### src/rtl/deq_pkg.sv
// Shared types, constants and ring helpers for the bounded deque with search.
package deq_pkg;

  // Store geometry
  localparam int DEPTH      = 16;
  localparam int DATA_WIDTH = 32;
  localparam int ADDR_W     = (DEPTH > 1) ? $clog2(DEPTH) : 1;
  localparam int CNT_W      = $clog2(DEPTH + 1);

  // Fixed port field widths
  localparam int FUNC_W   = 3;
  localparam int VALUE_W  = 32;
  localparam int POS_W    = 4;
  localparam int STATUS_W = 2;
  localparam int COUNT_W  = 5;

  // Request function codes
  localparam logic [FUNC_W-1:0] FUNC_PUSH_FRONT = 3'd0;
  localparam logic [FUNC_W-1:0] FUNC_PUSH_BACK  = 3'd1;
  localparam logic [FUNC_W-1:0] FUNC_POP_FRONT  = 3'd2;
  localparam logic [FUNC_W-1:0] FUNC_POP_BACK   = 3'd3;
  localparam logic [FUNC_W-1:0] FUNC_SEARCH     = 3'd4;

  // Result status codes
  localparam logic [STATUS_W-1:0] STATUS_OK    = 2'd0;
  localparam logic [STATUS_W-1:0] STATUS_EMPTY = 2'd1;
  localparam logic [STATUS_W-1:0] STATUS_FULL  = 2'd2;

  // Classified operation handed from front to back
  typedef enum logic [2:0] {
    OP_PUSH_FRONT,
    OP_PUSH_BACK,
    OP_POP_FRONT,
    OP_POP_BACK,
    OP_SEARCH,
    OP_NOP
  } op_t;

  typedef struct packed {
    logic [FUNC_W-1:0]         func;
    logic signed [VALUE_W-1:0] value_in;
  } in_item_t;

  typedef struct packed {
    logic signed [VALUE_W-1:0] value_out;
    logic                      found;
    logic [POS_W-1:0]          position;
    logic [STATUS_W-1:0]       status;
    logic [COUNT_W-1:0]        count;
  } out_item_t;

  typedef struct packed {
    op_t                   op;
    logic [DATA_WIDTH-1:0] value;
  } cmd_t;

  // Ring index base + off, with off no greater than the depth
  function automatic logic [ADDR_W-1:0] ring_add(logic [ADDR_W-1:0] base,
                                                 logic [ADDR_W:0]   off);
    logic [ADDR_W:0] sum;
    sum = {1'b0, base} + off;
    if (sum >= (ADDR_W+1)'(DEPTH)) begin
      sum = sum - (ADDR_W+1)'(DEPTH);
    end
    return sum[ADDR_W-1:0];
  endfunction

  // Ring index one step toward the front
  function automatic logic [ADDR_W-1:0] ring_dec(logic [ADDR_W-1:0] base);
    logic [ADDR_W-1:0] res;
    if (base == '0) begin
      res = ADDR_W'(DEPTH - 1);
    end else begin
      res = base - ADDR_W'(1);
    end
    return res;
  endfunction

endpackage

### src/rtl/deq_ram.sv
// Generic single-write, single-read RAM with registered read data.
module deq_ram #(
  parameter int WIDTH = 32,
  parameter int DEPTH = 16
) (
  input  logic                                     clk,
  input  logic                                     we,
  input  logic [((DEPTH > 1) ? $clog2(DEPTH) : 1)-1:0] waddr,
  input  logic [WIDTH-1:0]                         wdata,
  input  logic [((DEPTH > 1) ? $clog2(DEPTH) : 1)-1:0] raddr,
  output logic [WIDTH-1:0]                         rdata
);

  logic [WIDTH-1:0] mem [DEPTH];

  // Write port and registered read port
  always_ff @(posedge clk) begin
    if (we) begin
      mem[waddr] <= wdata;
    end
    rdata <= mem[raddr];
  end

endmodule

### src/rtl/deq_front.sv
// Front end: accepts requests, classifies them and holds them in a two-entry queue.
module deq_front import deq_pkg::*; (
  input  logic     clk,
  input  logic     rst_n,
  input  logic     start,
  output logic     busy,
  input  in_item_t in_req,
  output logic     cmd_valid,
  output cmd_t     cmd,
  input  logic     cmd_pop
);

  logic [1:0] fill_r, fill_nxt;
  cmd_t       slot0_r, slot0_nxt;
  cmd_t       slot1_r, slot1_nxt;
  cmd_t       new_cmd;
  logic       push;

  // Classify the incoming request
  always_comb begin
    new_cmd.value = DATA_WIDTH'(in_req.value_in);
    unique case (in_req.func)
      FUNC_PUSH_FRONT: new_cmd.op = OP_PUSH_FRONT;
      FUNC_PUSH_BACK:  new_cmd.op = OP_PUSH_BACK;
      FUNC_POP_FRONT:  new_cmd.op = OP_POP_FRONT;
      FUNC_POP_BACK:   new_cmd.op = OP_POP_BACK;
      FUNC_SEARCH:     new_cmd.op = OP_SEARCH;
      default:         new_cmd.op = OP_NOP;
    endcase
  end

  assign busy      = (fill_r == 2'd2);
  assign push      = start && !busy;
  assign cmd_valid = (fill_r != 2'd0);
  assign cmd       = slot0_r;

  // Advance the queue: slot0 is always the oldest request
  always_comb begin
    fill_nxt  = fill_r;
    slot0_nxt = slot0_r;
    slot1_nxt = slot1_r;
    unique case (fill_r)
      2'd0: begin
        if (push) begin
          slot0_nxt = new_cmd;
          fill_nxt  = 2'd1;
        end
      end
      2'd1: begin
        if (push && cmd_pop) begin
          slot0_nxt = new_cmd;
        end else if (push) begin
          slot1_nxt = new_cmd;
          fill_nxt  = 2'd2;
        end else if (cmd_pop) begin
          fill_nxt = 2'd0;
        end
      end
      default: begin
        if (cmd_pop) begin
          slot0_nxt = slot1_r;
          fill_nxt  = 2'd1;
        end
      end
    endcase
  end

  always_ff @(posedge clk) begin
    if (!rst_n) begin
      fill_r <= 2'd0;
    end else begin
      fill_r <= fill_nxt;
    end
    slot0_r <= slot0_nxt;
    slot1_r <= slot1_nxt;
  end

endmodule

### src/rtl/deq_back.sv
// Back end: executes queued requests on the ring store and registers each result.
module deq_back import deq_pkg::*; (
  input  logic      clk,
  input  logic      rst_n,
  input  logic      cmd_valid,
  input  cmd_t      cmd,
  output logic      cmd_pop,
  output logic      out_valid,
  output out_item_t out_res
);

  localparam logic [1:0] ST_IDLE   = 2'd0;
  localparam logic [1:0] ST_POP    = 2'd1;
  localparam logic [1:0] ST_SEARCH = 2'd2;

  logic [1:0]            state_r, state_nxt;
  logic [ADDR_W-1:0]     head_r, head_nxt;
  logic [CNT_W-1:0]      count_r, count_nxt;
  logic [DATA_WIDTH-1:0] key_r, key_nxt;
  logic [ADDR_W-1:0]     off_r, off_nxt;
  logic                  out_valid_r, out_valid_nxt;
  out_item_t             out_res_r, out_res_nxt;

  logic                  we;
  logic [ADDR_W-1:0]     waddr;
  logic [ADDR_W-1:0]     raddr;
  logic [DATA_WIDTH-1:0] rd_data;
  out_item_t             res;

  deq_ram #(
    .WIDTH (DATA_WIDTH),
    .DEPTH (DEPTH)
  ) u_ram (
    .clk   (clk),
    .we    (we),
    .waddr (waddr),
    .wdata (cmd.value),
    .raddr (raddr),
    .rdata (rd_data)
  );

  // Sequence one request at a time
  always_comb begin
    state_nxt     = state_r;
    head_nxt      = head_r;
    count_nxt     = count_r;
    key_nxt       = key_r;
    off_nxt       = off_r;
    out_valid_nxt = 1'b0;
    out_res_nxt   = out_res_r;
    cmd_pop       = 1'b0;
    we            = 1'b0;
    waddr         = head_r;
    raddr         = head_r;
    res           = '0;
    res.status    = STATUS_OK;
    res.count     = COUNT_W'(count_r);

    unique case (state_r)
      ST_IDLE: begin
        if (cmd_valid) begin
          cmd_pop = 1'b1;
          unique case (cmd.op)
            OP_PUSH_FRONT, OP_PUSH_BACK: begin
              if (count_r == CNT_W'(DEPTH)) begin
                res.status = STATUS_FULL;
              end else begin
                we = 1'b1;
                if (cmd.op == OP_PUSH_FRONT) begin
                  waddr    = ring_dec(head_r);
                  head_nxt = ring_dec(head_r);
                end else begin
                  waddr = ring_add(head_r, (ADDR_W+1)'(count_r));
                end
                count_nxt = count_r + CNT_W'(1);
                res.count = COUNT_W'(count_nxt);
              end
              out_valid_nxt = 1'b1;
              out_res_nxt   = res;
            end
            OP_POP_FRONT, OP_POP_BACK: begin
              if (count_r == '0) begin
                res.status    = STATUS_EMPTY;
                out_valid_nxt = 1'b1;
                out_res_nxt   = res;
              end else begin
                if (cmd.op == OP_POP_FRONT) begin
                  raddr    = head_r;
                  head_nxt = ring_add(head_r, (ADDR_W+1)'(1));
                end else begin
                  raddr = ring_add(head_r, (ADDR_W+1)'(count_r - CNT_W'(1)));
                end
                count_nxt = count_r - CNT_W'(1);
                state_nxt = ST_POP;
              end
            end
            OP_SEARCH: begin
              if (count_r == '0) begin
                out_valid_nxt = 1'b1;
                out_res_nxt   = res;
              end else begin
                raddr     = head_r;
                key_nxt   = cmd.value;
                off_nxt   = '0;
                state_nxt = ST_SEARCH;
              end
            end
            default: begin
              out_valid_nxt = 1'b1;
              out_res_nxt   = res;
            end
          endcase
        end
      end
      ST_POP: begin
        // read data of the popped slot is ready now
        res.value_out = VALUE_W'(rd_data);
        out_valid_nxt = 1'b1;
        out_res_nxt   = res;
        state_nxt     = ST_IDLE;
      end
      ST_SEARCH: begin
        // compare one slot per cycle while fetching the next
        raddr   = ring_add(head_r, (ADDR_W+1)'(off_r) + (ADDR_W+1)'(1));
        off_nxt = off_r + ADDR_W'(1);
        if (rd_data == key_r) begin
          res.found     = 1'b1;
          res.position  = POS_W'(off_r);
          out_valid_nxt = 1'b1;
          out_res_nxt   = res;
          state_nxt     = ST_IDLE;
        end else if (CNT_W'(off_r) + CNT_W'(1) == count_r) begin
          out_valid_nxt = 1'b1;
          out_res_nxt   = res;
          state_nxt     = ST_IDLE;
        end
      end
      default: begin
        state_nxt = ST_IDLE;
      end
    endcase
  end

  always_ff @(posedge clk) begin
    if (!rst_n) begin
      state_r     <= ST_IDLE;
      head_r      <= '0;
      count_r     <= '0;
      out_valid_r <= 1'b0;
    end else begin
      state_r     <= state_nxt;
      head_r      <= head_nxt;
      count_r     <= count_nxt;
      out_valid_r <= out_valid_nxt;
    end
    key_r     <= key_nxt;
    off_r     <= off_nxt;
    out_res_r <= out_res_nxt;
  end

  assign out_valid = out_valid_r;
  assign out_res   = out_res_r;

endmodule

### src/rtl/bounded_deque_with_search_unit.sv
// Push, error and unknown requests and a search of an empty deque are answered from idle; a pop
// waits in the pop state for read data; a search reads slots through the single read port of
// the ring store until a hit or the last slot. Back end throughput: one push per cycle while no
// pop or search is in progress, which holds off new requests; a two-entry request queue covers gaps.
// Synchronous active-low reset empties the deque and queue; stored slot contents stay.
// Each result is shown for one cycle under out_valid and cannot be held off.
module bounded_deque_with_search_unit import deq_pkg::*; (
  input  logic      clk,
  input  logic      rst_n,
  input  logic      start,
  output logic      busy,
  input  in_item_t  in_req,
  output logic      out_valid,
  output out_item_t out_res
);

  logic cmd_valid;
  cmd_t cmd;
  logic cmd_pop;

  deq_front u_front (
    .clk       (clk),
    .rst_n     (rst_n),
    .start     (start),
    .busy      (busy),
    .in_req    (in_req),
    .cmd_valid (cmd_valid),
    .cmd       (cmd),
    .cmd_pop   (cmd_pop)
  );

  deq_back u_back (
    .clk       (clk),
    .rst_n     (rst_n),
    .cmd_valid (cmd_valid),
    .cmd       (cmd),
    .cmd_pop   (cmd_pop),
    .out_valid (out_valid),
    .out_res   (out_res)
  );

endmodule

### config.mk
export PLATFORM = sky130hd
export DESIGN_NAME = bounded_deque_with_search_unit
export DESIGN_NICKNAME = d
export VERILOG_FILES = /design/src/rtl/deq_pkg.sv /design/src/rtl/deq_ram.sv /design/src/rtl/deq_front.sv /design/src/rtl/deq_back.sv /design/src/rtl/bounded_deque_with_search_unit.sv
export SDC_FILE = /design/constraint.sdc
export NUM_CORES = 1
export LEC_CHECK = 0
export ABC_AREA = 0
export BUFFER_PORTS_ARGS = -buffer_cell sky130_fd_sc_hd__buf_4
export CAP_MARGIN = 15
export CORE_UTILIZATION = 25
export DETAILED_ROUTE_END_ITERATION = 8
export MAX_ROUTING_LAYER = met4
export PLACE_DENSITY = 0.36
export SETUP_SLACK_MARGIN = 0.2
export SKIP_CTS_REPAIR_TIMING = 1
export SYNTH_ARGS = -nofsm -noshare
export SYNTH_HDL_FRONTEND = slang
export SYNTH_SLANG_ARGS = --single-unit
### constraint.sdc
create_clock -name clk -period 6.8 [get_ports clk]
set_clock_uncertainty 0.05 [all_clocks]
set_input_delay 1.02 -clock clk [delete_from_list [all_inputs] [get_ports clk]]
set_output_delay 1.02 -clock clk [all_outputs]
set_load 0.1 [all_outputs]
==> results of run 1 <==
## path summary, 6_finish.rpt
kind	cells past startpoint	slack, ns	to	startpoint
setup / recovery	10	2.58	u_back.u_ram.rdata[24]$_DFF_P_	u_front.fill_r[1]$_SDFFE_PN0P_
hold / removal	2	0.47	u_back.state_r[1]$_SDFFE_PN0P_	u_back.state_r[1]$_SDFFE_PN0P_
setup reg to reg	10	2.58	u_back.u_ram.rdata[24]$_DFF_P_	u_front.fill_r[1]$_SDFFE_PN0P_
hold reg to reg	2	0.47	u_back.state_r[1]$_SDFFE_PN0P_	u_back.state_r[1]$_SDFFE_PN0P_
## cell type report
| cell class | instances | area [µm²] |
|---|---|---|
| fillers | 11000 | 76400 |
| flip-flops and latches | 708 | 20800 |
| multi-input cells | 1088 | 6510 |
| clock buffers | 112 | 2340 |
| well taps | 1476 | 1850 |
| repair buffers | 122 | 951 |
| clock inverters | 42 | 424 |
| inverters | 17 | 63.8 |
| diodes | 2 | 5.00 |
## Yosys cell counts, drive strengths merged (13+ instances only)
cell      n  area, µm²
nor3     13       70.1
xnor2    42        368
nor2     50        198
inv      17       63.8
ha       19        238
mux2     37        417
a32oi    65        569
nand3   167        841
a31oi    33        206
clkbuf   52        195
nand2   421       1580
and2     42        263
a21oi    48        240
mux2i    65        651
buf      52        319
edfxtp  662      19900
dfxtp    46        921
## cells by family after synthesis
| logic type | Yosys count | synth area share (%) |
|---|---|---|
| buffers and inverters | 121 | 2.09 |
| muxes | 102 | 3.85 |
| xor gates and xnor gates | 51 | 1.61 |
| and+or+nand+nor | 725 | 11.5 |
| adders and majority gates | 22 | 1.07 |
| AOI/OAI and AO/OA | 188 | 4.80 |
| DFF | 708 | 75.1 |
## placed cells by master (no fill, tap or decap), drive strengths merged, types with 2 or more instances in the layout
master	instances
nand2b	3
nor2b	4
bufinv	5
a211oi	5
nor2	50
o221a	2
and3	2
nor4	4
inv	23
and2	42
o21ai	9
mux2	37
a32o	2
edfxtp	662
a21o	5
a32oi	65
clkbuf	112
o211ai	2
nand2	421
clkinv	31
nor4b	2
nor3	13
nand3	167
xnor2	42
xor2	9
diode	2
mux2i	65
a21oi	48
dfxtp	46
o31ai	5
buf	122
ha	19
nand4	10
a22oi	2
o21a	2
a31oi	33
or3	2
fa	3
## through the flow
stage,util (%),instance area [µm²],instances,hold slack [ns]
CTS,30.1,32900,3564,0.451
floorplan,-,27700,1917,0.429
detailed placement,27.6,30200,3410,0.466
finish,30.1,32900,3567,0.468
global placement,27.6,30200,3409,0.457
global route,30.1,32900,3565,0.459
## worst register-to-register path: stages (launching register included)
cell     delay (ns)
dfxtp_2        0.32
buf_4          0.62
o21ai_0        0.31
or4_4          0.51
nand3_2        0.12
and2_4         0.78
buf_4          0.62
mux2i_1        0.17
a32oi_1        0.25
nand3_1        0.10
a21oi_1        0.25
## where the power goes
group	internal, W	switching (W)
clock	0.00263	0.00186
sequential	0.00481	0.0000910
combinational	0.0000948	0.000228
## layer usage
metal	global-route usage (%)	vias to the layer above	part of all wire, %
li1	-	7371	-
met2	24.4	381	48
met5	-	-	0
met3	2.30	110	3.9
met4	3.55	0	1.9
met1	19.9	8167	46
## flip-flops by register name (all words and copies together) (netlist names)
register	count
u_back.u_ram.mem	512
u_back.out_valid	1
u_front.slot1_r	35
u_back.out_res	44
u_back.u_ram.rdata	32
u_back.head_r	4
u_back.count_r	5
u_back.key_r	32
u_back.state_r	2
u_front.fill_r	2
u_front.cmd	35
u_back.off_r	4
==> summary.txt, run 1 <==
Run status
  – Status: finished, final reports clean

CTS
  – Clk root buf: clkbuf_16
  – H-tree levels: 3
  – TritonCTS clock tree: built
  – Skew-Pair Late Insertion Delay: 0.66 ns
  – CTS Buffer Depth: 3
  – Clk sinks: slightly above 700
  – Clock transition at path regs: 0.06 ns
  – CTS buffer count: between 80 and 90

Worst setup path
  – Kind of critical path: flip-flop to flip-flop
  – Arr. time, crit path: 4.71 ns
  – Critical Path Start Type: flip-flop
  – Worst path cell trace: buf_4 > o21ai_0 > or4_4 > nand3_2 > and2_4 > buf_4 > mux2i_1 > a32oi_1 > nand3_1 > a21oi_1
  – Buf/Inv on CP: 2
  – Most frequent CP cell: buf_4
  – Crit path largest cell delay: 0.78 ns
  – Slowest CP cell: and2_4
  – Setup crit end kind: flip-flop
  – Critical Path Fanout Max: 64
  – Delay-heaviest family, CP: simple AND/OR/NAND/NOR gates
  – WP data required: approximately 7.3 ns

Global routing
  – Number of global-route vias before repair: around 17000
  – GRT Total Usage: between 10% and 20%
  – First-pass GRT wire length: 119000 µm
  – Grt ovf: 0
  – Initial antenna violation count: 3
  – Largest net degree at the start of global routing: 85

Synth
  – Post-synthesis cell type count: 58
  – Asr flop ratio synth: 0%
  – Number of synthesized flops with an enable pin: roughly 660
  – Mapped Cells: 1917
  – Post-Synthesis Cell Area: roughly 0.028 mm²
  – Syn_nets: a little under 2000
  – Avg Cell Area, Syn: 14.5 µm²
  – Synth Flop Type: edfxtp_1
  – Register area share after synthesis: 75.1%
  – Synth Warn #: 0
  – #FFs+latches synth: roughly 710

Finish
  – Share of layout cells above drive strength 1: 15.7%
  – Final nets: 2081
  – Syn-to-layout area delta: 18.8%

Floorplanning
  – Core Region: 0.109 mm²
  – Die width: around 330 µm
  – FP Rows: between 100 and 150
  – Die Y-Extent: 335 µm
  – I/O pins: 84
  – DIE AREA: about 0.11 mm²
  – Starting Density: between 20% and 30%

STA
  – Final WS setup: 2.58 ns
  – Slew headroom: 26.6%
  – Crit path time final: 4.22 ns
  – Setup TNS: 0 ns
  – Setup violations, final: 0
  – Worst slew pin tran: 1.10 ns
  – RSZ-0062 raised after global routing: false
  – Peak Freq: about 240 MHz
  – Hold Vio Cnt, Final: 0
  – Max Slew Vio Count: 0
  – Final period util: 62.0%

Placement
  – RD Place Congestion: roughly 0.77
  – Setup WS pre-CTS: just under 2 ns
  – I/O Buffers: just over 80
  – Post-detail-place hpwl: 47800 µm

Power
  – Tot Pwr: 0.00972 W
  – Leak: between 10 and 15 nW
  – PwrDens: approximately 300 mW/mm²
  – Peak VDD IR: 0.000164 V

Detailed routing
  – Vias: about 16000
  – Total detailed-routing wirelength: 82100 µm
  – DRC errors left: 0
  – DR pass1 iterations: 5
  – ANT nets after route: 0
  – Routed vias/inst: 4.49
  – DRT iter0 DRCs: 1141
  – DR WL/cell: 23.0 µm

Hold path
  – Worst hold-check path type: flip-flop to flip-flop

Run
  – Maxcap violations: 0
No activity file was read; power rests on OpenSTA's default activity.
==> run 2, diff against run 1 <==
==> constraint.sdc (replaced) <==
create_clock -name clk -period 4.3 [get_ports clk]
set_clock_uncertainty 0.05 [all_clocks]
set_input_delay 0.645 -clock clk [delete_from_list [all_inputs] [get_ports clk]]
set_output_delay 0.645 -clock clk [all_outputs]
set_load 0.1 [all_outputs]
==> run 2 against run 1 <==
  * Sequential power up 58%
  * Critical path depth up 2
  * Sequential cell count unchanged
  * Clock power up 55%
  * Cell area up 1.6%
  * Die area unchanged
  * Critical path type unchanged
  * Largest power group unchanged
==> summary.txt, run 2 (synthesis results as in run 1) <==
Detailed routing
  – Routed vias/inst: 4.51
  – ANT nets after route: 0
  – DRC errors left: 0
  – DR WL/cell: 23.0 µm
  – Total detailed-routing wirelength: roughly 83000 µm
  – Vias: 16200
  – DR pass1 iterations: 5
  – DRT iter0 DRCs: 1132

STA
  – Final period util: between 80 and 90%
  – Peak Freq: 281 MHz
  – Setup TNS: 0 ns
  – Worst slew pin tran: ~0.94 ns
  – Max Slew Vio Count: 0
  – RSZ-0062 raised after global routing: false
  – Slew headroom: 36.5%
  – Setup violations, final: 0
  – Hold Vio Cnt, Final: 0
  – Crit path time final: 3.56 ns

CTS
  – TritonCTS clock tree: built
  – Clock transition at path regs: 0.06 ns
  – CTS buffer count: 84
  – CTS Buffer Depth: 3
  – H-tree levels: 3
  – Skew-Pair Late Insertion Delay: 0.64 ns
  – Clk sinks: 708
  – Clk root buf: clkbuf_16

Power
  – Peak VDD IR: 0.000312 V
  – PwrDens: roughly 460 mW/mm²
  – Leak: 11.4 nW
  – Tot Pwr: 0.0152 W

Worst setup path
  – Critical Path Fanout Max: 22
  – Worst path cell trace: inv_1 > ha_1 > xor2_1 > ha_1 > xnor2_1 > mux2i_1 > o221a_2 > and2_2 > buf_4 > nand3_1 > a31oi_1 > a21oi_1
  – Kind of critical path: flip-flop to flip-flop
  – Slowest CP cell: dfxtp_1
  – Setup crit end kind: flip-flop
  – WP data required: 4.76 ns
  – R2R depth: 12
  – Arr. time, crit path: 4.01 ns
  – Crit path largest cell delay: between 0.5 and 0.6 ns
  – Critical Path Start Type: flip-flop
  – Most frequent CP cell: ha_1

Hold path
  – Hold Path Stages: 1
  – Worst hold-check path type: input port to flip-flop

Finish
  – Share of layout cells above drive strength 1: 16.5%
  – Fin area: 0.0335 mm²
  – Syn-to-layout area delta: 20.8%
  – Most frequent cells in the layout: edfxtp_1 (662), nand2_1 (419), nand3_1 (166), buf_4 (124), clkbuf_16 (86)
  – Max reg flops: roughly 500
  – Most common cell after layout, fill and taps aside: edfxtp_1
  – # diodes: 0
  – Final nets: 2114
  – Biggest register: u_back.u_ram.mem

Global routing
  – GRT Total Usage: roughly 15%
  – Grt ovf: 0
  – Initial antenna violation count: 3
  – First-pass GRT wire length: 120000 µm
  – Number of global-route vias before repair: 16400
  – Largest net degree at the start of global routing: 65

Floorplanning
  – Core Region: 0.109 mm²
  – Starting Density: 25.4%
  – FP Rows: roughly 120
  – Die width: roughly 330 µm
  – Die Y-Extent: 335 µm
  – DIE AREA: 0.112 mm²
  – I/O pins: 84

Placement
  – Post-detail-place hpwl: around 48000 µm
  – DP Area: slightly above 0.03 mm²
  – RD Place Congestion: 0.758
  – I/O Buffers: 83

Run status
  – Status: finished, final reports clean

Run
  – Maxcap violations: 0
## run 2: changes by cell type in the layout (fill, tap and decap cells not counted), sizes merged
cell | previous run | this run
clkbuf | 112 | 118
bufinv | 5 | 6
clkinv | 31 | 28
inv | 23 | 18
diode | 2 | 0
buf | 122 | 155
clkinvlp | 0 | 2
## run 2: power by group
group | switching (W) | total (W) | internal (W) | leakage (nW)
clock network | 0.00283 | 0.00696 | 0.00413 | 1.31
logic | 0.000363 | 0.000529 | 0.000166 | 3.72
registers | 0.000136 | 0.00775 | 0.00761 | 6.39
## run 2: area by class of cell
cell class	instances	area [µm²]
well taps	1476	1850
inverters	17	63.8
flip-flops and latches	708	20800
clock buffers	118	2320
multi-input cells	1088	6510
clock inverters	37	368
repair buffers	155	1550
fillers	11000	75800
## run 2: path summary, 6_finish.rpt
kind	slack, ns	endpoint	from
min	0.14	u_front.slot1_r[9]$_DFFE_PP_	in_req[9]
max reg2reg	0.74	u_back.u_ram.rdata[29]$_DFF_P_	u_back.count_r[0]$_SDFFE_PN0P_
min reg2reg	0.46	u_back.state_r[1]$_SDFFE_PN0P_	u_back.state_r[1]$_SDFFE_PN0P_
max	0.74	u_back.u_ram.rdata[29]$_DFF_P_	u_back.count_r[0]$_SDFFE_PN0P_
## run 2: through the flow
| step | hold slack [ns] | util, % | worst slack (ns) | std cells |
|---|---|---|---|---|
| after floorplan | 0.429 | - | 0.0499 | 1917 |
| after global routing | 0.101 | 30.6 | 0.442 | 3599 |
| final | 0.139 | 30.6 | 0.745 | 3599 |
| after CTS | 0.0902 | 30.6 | 0.689 | 3599 |
| after detailed placement | 0.448 | 28.2 | 0.714 | 3444 |
| after global placement | 0.446 | 28.2 | 0.747 | 3444 |
## run 2: routing by layer
metal	up-vias	track usage [%]	part of all wire, %	routed length [µm]
met5	-	-	0	0
met4	0	3.69	1.9	1570
met3	107	2.16	3.2	2630
met2	284	23.9	47	39200
met1	8409	20.7	48	39300
li1	7435	-	-	-
## run 2: worst max-delay path, delay by kind of cell (launching register included)
kind,cells,cell delay [ns]
AO/OA/AOI/OAI,3,0.59
AND/OR/NAND/NOR,2,0.49
multiplexers,1,0.15
flip-flops,1,0.51
XOR/XNOR,2,0.38
buffers and inverters,2,0.62
adder cells (fa/ha/maj),2,0.57
